--- src/rtl/ptd_pkg.sv ---
package ptd_pkg;

  typedef enum logic [2:0] {
    OP_ADD   = 3'd0,
    OP_FREE  = 3'd1,
    OP_START = 3'd2,
    OP_STOP  = 3'd3,
    OP_TICK  = 3'd4
  } op_t;

  typedef enum logic [1:0] {
    ST_FREE = 2'd0,
    ST_STOP = 2'd1,
    ST_RUN  = 2'd2
  } slot_st_t;

  typedef enum logic [1:0] {
    S_IDLE,
    S_SCAN_ADD,
    S_SCAN_TICK,
    S_END
  } ctrl_st_t;

  localparam logic [1:0] K_ACK      = 2'd0;
  localparam logic [1:0] K_DISPATCH = 2'd1;
  localparam logic [1:0] K_END      = 2'd2;

  localparam logic [1:0] C_OK      = 2'd0;
  localparam logic [1:0] C_NOSPACE = 2'd1;
  localparam logic [1:0] C_NOENTRY = 2'd2;
  localparam logic [1:0] C_NOTIMER = 2'd3;

  localparam int ID_BITS = 4;

  // Command broadcast from the controller to every cell of the row.
  typedef struct packed {
    logic               scan_add;
    logic               scan_tick;
    logic               set_free;
    logic               set_run;
    logic               set_stop;
    logic [ID_BITS-1:0] id;
  } cell_cmd_t;

endpackage

--- src/rtl/ptd_cell.sv ---
module ptd_cell
  import ptd_pkg::*;
#(
  parameter int IDX       = 0,
  parameter int TIME_BITS = 32
) (
  input  logic                 clk,
  input  logic                 rst,
  input  logic                 tok_in,
  output logic                 tok_out,
  input  cell_cmd_t            cmd,
  input  logic [TIME_BITS-1:0] now,
  input  logic [TIME_BITS-1:0] first_due,
  input  logic [TIME_BITS-1:0] period,
  input  logic                 run_init,
  output logic                 is_free,
  output logic                 hit
);

  slot_st_t             st;
  logic [TIME_BITS-1:0] due;
  logic [TIME_BITS-1:0] per;
  logic                 addressed;
  logic                 claim;
  logic                 fire;

  assign addressed = (int'(cmd.id) == IDX);
  assign is_free   = (st == ST_FREE);
  assign claim     = tok_in && cmd.scan_add && (st == ST_FREE);
  assign fire      = tok_in && cmd.scan_tick && (st == ST_RUN) && (now >= due);
  assign hit       = claim || fire;

  // The scan token moves one cell per cycle; an add token dies in the cell
  // that takes it, a tick token runs off the end of the row.
  always_ff @(posedge clk) begin
    if (rst) begin
      tok_out <= 1'b0;
    end else begin
      tok_out <= tok_in && !claim;
    end
  end

  always_ff @(posedge clk) begin
    if (rst) begin
      st <= ST_FREE;
    end else if (claim) begin
      st <= run_init ? ST_RUN : ST_STOP;
    end else if (addressed && cmd.set_free) begin
      st <= ST_FREE;
    end else if (addressed && cmd.set_run && st != ST_FREE) begin
      st <= ST_RUN;
    end else if (addressed && cmd.set_stop && st != ST_FREE) begin
      st <= ST_STOP;
    end
  end

  always_ff @(posedge clk) begin
    if (claim) begin
      due <= first_due;
      per <= period;
    end else if (fire) begin
      due <= due + per;
    end
  end

endmodule

--- src/rtl/ptd_ctrl.sv ---
module ptd_ctrl
  import ptd_pkg::*;
#(
  parameter int NUM_SLOTS = 16,
  parameter int TIME_BITS = 32
) (
  input  logic                 clk,
  input  logic                 rst,
  input  logic                 start,
  output logic                 busy,
  input  logic [2:0]           op,
  input  logic [ID_BITS-1:0]   task_id,
  input  logic [TIME_BITS-1:0] period,
  input  logic [TIME_BITS-1:0] first_due,
  input  logic                 start_running,
  input  logic                 has_entry,
  input  logic                 has_timer,
  input  logic [TIME_BITS-1:0] now,
  output logic                 strobe,
  output logic [1:0]           kind,
  output logic [3:0]           slot,
  output logic [1:0]           code,
  output logic                 last,
  output cell_cmd_t            cmd,
  output logic                 launch,
  output logic [TIME_BITS-1:0] now_q,
  output logic [TIME_BITS-1:0] first_due_q,
  output logic [TIME_BITS-1:0] period_q,
  output logic                 run_q,
  input  logic [NUM_SLOTS-1:0] free_vec,
  input  logic [NUM_SLOTS-1:0] hit_vec
);

  localparam int PW = (NUM_SLOTS > 1) ? $clog2(NUM_SLOTS) : 1;

  ctrl_st_t      state, state_next;
  logic [PW-1:0] pos, pos_next;
  logic          launch_next;
  logic          strobe_next;
  logic [1:0]    kind_next;
  logic [3:0]    slot_next;
  logic [1:0]    code_next;
  logic          last_next;
  logic          accept;
  logic          any_free;
  logic          any_hit;
  logic          id_ok;
  logic          id_free;

  assign busy     = (state != S_IDLE);
  assign accept   = start && !busy;
  assign any_free = |free_vec;
  assign any_hit  = |hit_vec;
  assign id_ok    = (int'(task_id) < NUM_SLOTS);

  always_comb begin
    id_free = 1'b0;
    for (int i = 0; i < NUM_SLOTS; i++) begin
      if (int'(task_id) == i) begin
        id_free = free_vec[i];
      end
    end
  end

  always_comb begin
    state_next  = state;
    pos_next    = pos;
    launch_next = 1'b0;
    strobe_next = 1'b0;
    kind_next   = K_ACK;
    slot_next   = '0;
    code_next   = C_OK;
    last_next   = 1'b1;
    cmd         = '0;
    cmd.id      = task_id;
    cmd.scan_add  = (state == S_SCAN_ADD);
    cmd.scan_tick = (state == S_SCAN_TICK);
    case (state)
      S_IDLE: begin
        if (accept) begin
          case (op_t'(op))
            OP_ADD: begin
              if (!any_free) begin
                strobe_next = 1'b1;
                code_next   = C_NOSPACE;
              end else if (!has_entry) begin
                strobe_next = 1'b1;
                code_next   = C_NOENTRY;
              end else if (!has_timer) begin
                strobe_next = 1'b1;
                code_next   = C_NOTIMER;
              end else begin
                state_next  = S_SCAN_ADD;
                pos_next    = '0;
                launch_next = 1'b1;
              end
            end
            OP_FREE, OP_START, OP_STOP: begin
              strobe_next = 1'b1;
              slot_next   = task_id;
              if (!id_ok) begin
                code_next = C_NOSPACE;
              end else if (op_t'(op) == OP_FREE) begin
                cmd.set_free = 1'b1;
              end else if (id_free) begin
                code_next = C_NOSPACE;
              end else begin
                cmd.set_run  = (op_t'(op) == OP_START);
                cmd.set_stop = (op_t'(op) == OP_STOP);
              end
            end
            OP_TICK: begin
              state_next  = S_SCAN_TICK;
              pos_next    = '0;
              launch_next = 1'b1;
            end
            default: begin
              strobe_next = 1'b1;
              code_next   = C_NOSPACE;
            end
          endcase
        end
      end
      S_SCAN_ADD: begin
        pos_next = pos + 1'b1;
        if (any_hit) begin
          strobe_next = 1'b1;
          slot_next   = 4'(pos);
          state_next  = S_IDLE;
        end
      end
      S_SCAN_TICK: begin
        pos_next = pos + 1'b1;
        if (any_hit) begin
          strobe_next = 1'b1;
          kind_next   = K_DISPATCH;
          slot_next   = 4'(pos);
          last_next   = 1'b0;
        end
        if (pos == PW'(NUM_SLOTS - 1)) begin
          state_next = S_END;
        end
      end
      S_END: begin
        strobe_next = 1'b1;
        kind_next   = K_END;
        state_next  = S_IDLE;
      end
      default: begin
        state_next = S_IDLE;
      end
    endcase
  end

  always_ff @(posedge clk) begin
    if (rst) begin
      state  <= S_IDLE;
      pos    <= '0;
      launch <= 1'b0;
      strobe <= 1'b0;
    end else begin
      state  <= state_next;
      pos    <= pos_next;
      launch <= launch_next;
      strobe <= strobe_next;
    end
  end

  always_ff @(posedge clk) begin
    kind <= kind_next;
    slot <= slot_next;
    code <= code_next;
    last <= last_next;
    if (accept) begin
      now_q       <= now;
      first_due_q <= first_due;
      period_q    <= period;
      run_q       <= start_running;
    end
  end

`ifndef ASSERT_OFF
  a_one_hit: assert property (@(posedge clk) disable iff (rst)
    $onehot0(hit_vec))
    else $error("more than one cell reports a hit");

  a_add_done: assert property (@(posedge clk) disable iff (rst)
    (state == S_SCAN_ADD && any_hit) |=> (state == S_IDLE && strobe && code == C_OK))
    else $error("claimed slot not acknowledged");

  a_hit_scan: assert property (@(posedge clk) disable iff (rst)
    any_hit |-> (state == S_SCAN_ADD || state == S_SCAN_TICK))
    else $error("cell hit outside a scan");

  a_reset: assert property (@(posedge clk)
    rst |=> (!strobe && !busy))
    else $error("reset left output or busy set");
`endif

endmodule

--- src/rtl/periodic_task_dispatcher_top.sv ---
// Periodic task dispatcher: a row of NUM_SLOTS task cells behind a small
// command controller.
// Input: present op and its fields with start high while busy is low; the
// word is taken at that edge. Output: each result word sits on kind, slot,
// code and last for exactly one cycle with strobe high; the receiver cannot
// stall, so every strobed word must be taken when it appears.
// Free, start, stop, unknown ops and failing adds answer in the cycle after the
// accept and the block is ready again at once (one item per cycle).
// A successful add walks a token down the row to the lowest free cell, one
// cell per cycle, and the acknowledge carries that cell's number in slot.
// A tick walks the token over every cell: dispatches appear in slot order as
// the token passes, and the tick end word follows once the token leaves the
// row; busy stays high through the walk and drops as the end word appears.
// The token's walk along the row paces these answers.
// Reset marks every slot free, clears busy and the token, and drops strobe.
module periodic_task_dispatcher_top
  import ptd_pkg::*;
#(
  parameter int NUM_SLOTS = 16,
  parameter int TIME_BITS = 32
) (
  input  logic                 clk,
  input  logic                 rst,
  input  logic                 start,
  output logic                 busy,
  input  logic [2:0]           op,
  input  logic [3:0]           task_id,
  input  logic [TIME_BITS-1:0] period,
  input  logic [TIME_BITS-1:0] first_due,
  input  logic                 start_running,
  input  logic                 has_entry,
  input  logic                 has_timer,
  input  logic [TIME_BITS-1:0] now,
  output logic                 strobe,
  output logic [1:0]           kind,
  output logic [3:0]           slot,
  output logic [1:0]           code,
  output logic                 last
);

  cell_cmd_t            cmd;
  logic                 launch;
  logic [TIME_BITS-1:0] now_q;
  logic [TIME_BITS-1:0] first_due_q;
  logic [TIME_BITS-1:0] period_q;
  logic                 run_q;
  logic [NUM_SLOTS-1:0] free_vec;
  logic [NUM_SLOTS-1:0] hit_vec;
  logic [NUM_SLOTS:0]   tok;

  assign tok[0] = launch;

  ptd_ctrl #(
    .NUM_SLOTS(NUM_SLOTS),
    .TIME_BITS(TIME_BITS)
  ) u_ctrl (
    .clk          (clk),
    .rst          (rst),
    .start        (start),
    .busy         (busy),
    .op           (op),
    .task_id      (task_id),
    .period       (period),
    .first_due    (first_due),
    .start_running(start_running),
    .has_entry    (has_entry),
    .has_timer    (has_timer),
    .now          (now),
    .strobe       (strobe),
    .kind         (kind),
    .slot         (slot),
    .code         (code),
    .last         (last),
    .cmd          (cmd),
    .launch       (launch),
    .now_q        (now_q),
    .first_due_q  (first_due_q),
    .period_q     (period_q),
    .run_q        (run_q),
    .free_vec     (free_vec),
    .hit_vec      (hit_vec)
  );

  for (genvar i = 0; i < NUM_SLOTS; i++) begin : g_cell
    ptd_cell #(
      .IDX      (i),
      .TIME_BITS(TIME_BITS)
    ) u_cell (
      .clk      (clk),
      .rst      (rst),
      .tok_in   (tok[i]),
      .tok_out  (tok[i+1]),
      .cmd      (cmd),
      .now      (now_q),
      .first_due(first_due_q),
      .period   (period_q),
      .run_init (run_q),
      .is_free  (free_vec[i]),
      .hit      (hit_vec[i])
    );
  end

`ifndef ASSERT_OFF
  a_idle_no_token: assert property (@(posedge clk) disable iff (rst)
    !busy |-> (tok[NUM_SLOTS-1:0] == '0))
    else $error("scan token left in the row while idle");
`endif

endmodule
--- config.mk ---
export PLATFORM = sky130hd
export DESIGN_NAME = periodic_task_dispatcher_top
export DESIGN_NICKNAME = d
export VERILOG_FILES = /design/src/rtl/ptd_pkg.sv /design/src/rtl/ptd_cell.sv /design/src/rtl/ptd_ctrl.sv /design/src/rtl/periodic_task_dispatcher_top.sv
export SDC_FILE = /design/constraint.sdc
export NUM_CORES = 2
export LEC_CHECK = 0
export ABC_CLOCK_PERIOD_IN_PS = 10800
export BUFFER_PORTS_ARGS = -buffer_cell sky130_fd_sc_hd__buf_2
export CAP_MARGIN = 40
export CORE_UTILIZATION = 55
export CTS_CLUSTER_SIZE = 28
export DETAILED_ROUTE_END_ITERATION = 12
export PLACE_DENSITY = 0.71
export SLEW_MARGIN = 20
export SYNTH_ARGS = -nofsm -noshare
export SYNTH_HDL_FRONTEND = slang
export SYNTH_SLANG_ARGS = --single-unit
--- constraint.sdc ---
create_clock -name clk -period 10.8 [get_ports clk]
set_input_delay 2.16 -clock clk [delete_from_list [all_inputs] [get_ports clk]]
set_output_delay 2.16 -clock clk [all_outputs]
set_load 0.03 [all_outputs]
==> run metrics <==
Top Usage Layer GRT=met2; Post-Synth Adder-Cell Area=0.167; P per Cell Area=144 nW/um2; WHS Endpoint=g_cell[15].u_cell.per[16]; Reg clk slew, reported paths=~60 ps; Period minus WS final=5640 ps; RSZ-0062 raised after global routing=false; met2 usage=0.547; prevailing post-synth register cell=edfxtp_1; first-pass GRT wire length=365 mm; worst hold start=u_ctrl.period_q[16]; Synth Area in Compound Gates=0.175; most common cell in the netlist=edfxtp_1; worst reg2reg startpoint=u_ctrl.state[1]; Worst-Margin Slew=991 ps; layout cells sized above 1=0.0702; Total Wirelength=247 mm; hpwl dp=around 170 mm; CP top delay family=simple AND/OR/NAND/NOR gates; hold buffer count at CTS=0; # setup viols final=0; CTS H-tree lvls=4; Final Max Slew Viols=0; simple-gate share of the synthesized area=0.116; maxcap violations=0; status=finished clean; crit-path most repeated cell=buf_4; WHS Path Cells=0; Post-Syn Nets=between 8,000 and 9,000; Hold WC Path Type=reg -> reg; peak supply drop=174 uV; slew margin rel.=0.339; synth unique cells=81; final count of hold timing violations=0; DIE AREA=143,000 um2; die span in x=378 um; Worst Setup Path Type=reg -> reg; Routability Congestion=~0.97; Fmax=177 MHz; number of CTS-inserted buffers=139; Leak=35.9 nW; routed len/inst=approximately 25 um; xor/xnor cell area share of the yosys netlist=0.0483; post-route ant nets=0; mux contribution to synthesized area=0.00135; Reg-to-Reg End=u_ctrl.strobe; row count=roughly 140; Total GRT Usage=0.345; Post-Syn Area=roughly 80,000 um2; number of port buffers=between 100 and 150; drt initial violations=6,643; worst hold slack=472 ps; Area contributors post-synth=edfxtp_1 43%, ha_1 16%, a21oi_1 4.6%, o21ai_0 3.5%, inv_1 3.2%; clock sinks=1,185; TritonCTS clock tree=yes; synthesized area per cell=10.2 um2; Yosys top cell area share=0.433; I/O pin count=120; FF-to-FF setup slack=roughly 5200 ps; core area=140,000 um2; R2R cell count=16; kind of end point of the critical path=flip-flop; Synth async-reset ratio=0; CTS root buf=clkbuf_16; Worst EP required=11,440 ps; FILL cells=11,450; Worst setup SP type=flip-flop; crit path DAT=6280 ps; DR vias/cell=6.31; largest family of logic cells by synthesized area=compound AO/OA/AOI/OAI gates; DRC viols=0; Nets=9,022; die height=378 um; via count=a little over 60,000; met1 Use GR=0.448; CP max-delay cell=a2111oi_0; CTS Buffer Depth=3; flops & latches, synth=1,185; crit-path max FO=74; vias in the first global route=60,687; initial antenna violation count=24; Initial Util=0.556; TNS Setup=0 ps; most frequent cells after synthesis=1,121 x edfxtp_1, 1,015 x ha_1, 707 x a21oi_1, 670 x inv_1, 587 x nand2_1; Final Power=12.4 mW; Seq/Total Area, Yosys=0.450; cts repair resizes=0; worst clock skew=around 35 ps; final worst-path cycle share=0.522; Worst-Skew Late Latency=800 ps; Critical path buffers and inverters=6; Mapped Cells=7,647; Post-synth EDFFs=1,121; CP peak stage delay=740 ps; post-CTS setup buffers=0; pin count of the biggest net entering global routing=79; Overflow after GRT=0; largest area contributor in the netlist=edfxtp_1; grt met3 use=0.0575; DRT Pass-1 Iters=6; crit path cell chain=inv_1 -> ha_1 -> buf_4 -> nand3_1 -> buf_4 -> inv_2 -> buf_4 -> a2111oi_0 -> o41ai_1 -> o31a_2 -> buf_4 -> or3_1 -> or4_1 -> or4_1 -> a221oi_2 -> nor3_1; Synthesis Warnings=0; area grow syn2layout=10.8%
==> layer usage <==
metal,vias up,part of all wire,wire [um]
met5,-,0.00022,55
met4,8,0.060,14900
met3,746,0.10,25300
met2,3184,0.45,111000
met1,29764,0.39,95700
li1,28640,-,-
==> where the power goes <==
| part | total (mW) | leakage (nW) | internal, mW | switching [mW] |
|---|---|---|---|---|
| combinational | 2.21 | 23.0 | 0.574 | 1.64 |
| sequential | 5.30 | 10.6 | 5.22 | 0.0846 |
| clock | 4.87 | 2.27 | 2.89 | 1.98 |
==> cells in the final DEF (no fill, tap or decap), types with 25 or more instances in the layout <==
cell type	Yosys	final
a2111oi_0	32	31
a211oi_1	83	83
a21o_1	273	273
a21oi_1	707	707
a31oi_1	65	64
and2_1	32	32
and3_1	52	52
buf_2	2	125
buf_4	0	151
clkbuf_1	160	28
clkbuf_16	0	147
clkinv_2	0	25
dfxtp_1	64	64
edfxtp_1	1121	1121
ha_1	1015	1015
inv_1	670	662
nand2_1	587	587
nand2b_1	124	124
nand3_1	139	137
nand4_1	87	87
nor2_1	554	553
nor2b_1	76	76
nor3_1	102	102
nor3b_1	25	25
nor4_1	25	25
o211ai_1	36	36
o21a_1	104	104
o21ai_0	549	548
o21bai_1	54	54
o31ai_1	54	54
or3_1	36	36
xnor2_1	191	191
xor2_1	238	238
==> logic make-up (layout without fill, tap and decap cells) <==
| logic type | count (synthesis) | in the layout |
|---|---|---|
| buf+inv | 881 | 1226 |
| simple gates | 1918 | 1918 |
| compound gates | 2194 | 2194 |
| fa+ha+maj | 1031 | 1031 |
| mux | 9 | 9 |
| other cells | 0 | 14 |
| flops | 1185 | 1185 |
| xor+xnor | 429 | 429 |
==> sequential cells by signal, indices dropped and copies added (netlist names) <==
signal and count:
g_cell.u_cell.due 512, g_cell.u_cell.per 512, g_cell.u_cell.st 32, g_cell.u_cell.tok_out 15, u_ctrl.code 2, u_ctrl.first_due_q 32
u_ctrl.kind 2, u_ctrl.last 1, u_ctrl.launch 1, u_ctrl.now_q 32, u_ctrl.period_q 32, u_ctrl.pos 4
u_ctrl.run_q 1, u_ctrl.slot 4, u_ctrl.state 2, u_ctrl.strobe 1
==> final cells by class <==
type	count	area, um2	share of cell area
Timing Repair Buffer	296	2100	0.0243
Tap cell	1876	2350	0.0272
Inverter	679	2550	0.0296
Clock inverter	72	781	0.00906
Multi-Input combinational cell	5581	39600	0.459
Antenna cell	14	35.0	0.000407
Sequential cell	1185	34900	0.406
Clock buffer	179	3840	0.0446
==> metrics by stage <==
stage	util	cells	setup slack, ps	cell area (um2)
2_1_floorplan	-	7647	5720	77700
3_3_place_gp	0.580	9591	5180	81100
3_5_place_dp	0.581	9606	5170	81300
4_1_cts	0.614	9857	5250	85900
5_1_grt	0.616	9874	4960	86100
6_report	0.616	9882	5160	86200
==> worst max path at each step <==
stage / cells past startpoint / slack, ps / start / endpoint
2_1_floorplan: 12 / 5720 / u_ctrl.now_q[2] / u_ctrl.state[1]
6_report: 16 / 5160 / u_ctrl.state[1] / u_ctrl.strobe
5_1_grt: 16 / 4960 / u_ctrl.state[1] / u_ctrl.strobe
3_3_place_gp: 12 / 5180 / task_id[0] / g_cell[3].u_cell.st[1]
3_5_place_dp: 12 / 5170 / task_id[0] / g_cell[3].u_cell.st[1]
4_1_cts: 16 / 5250 / u_ctrl.state[1] / u_ctrl.strobe
Note: power is estimated with default switching activity, not from simulation.
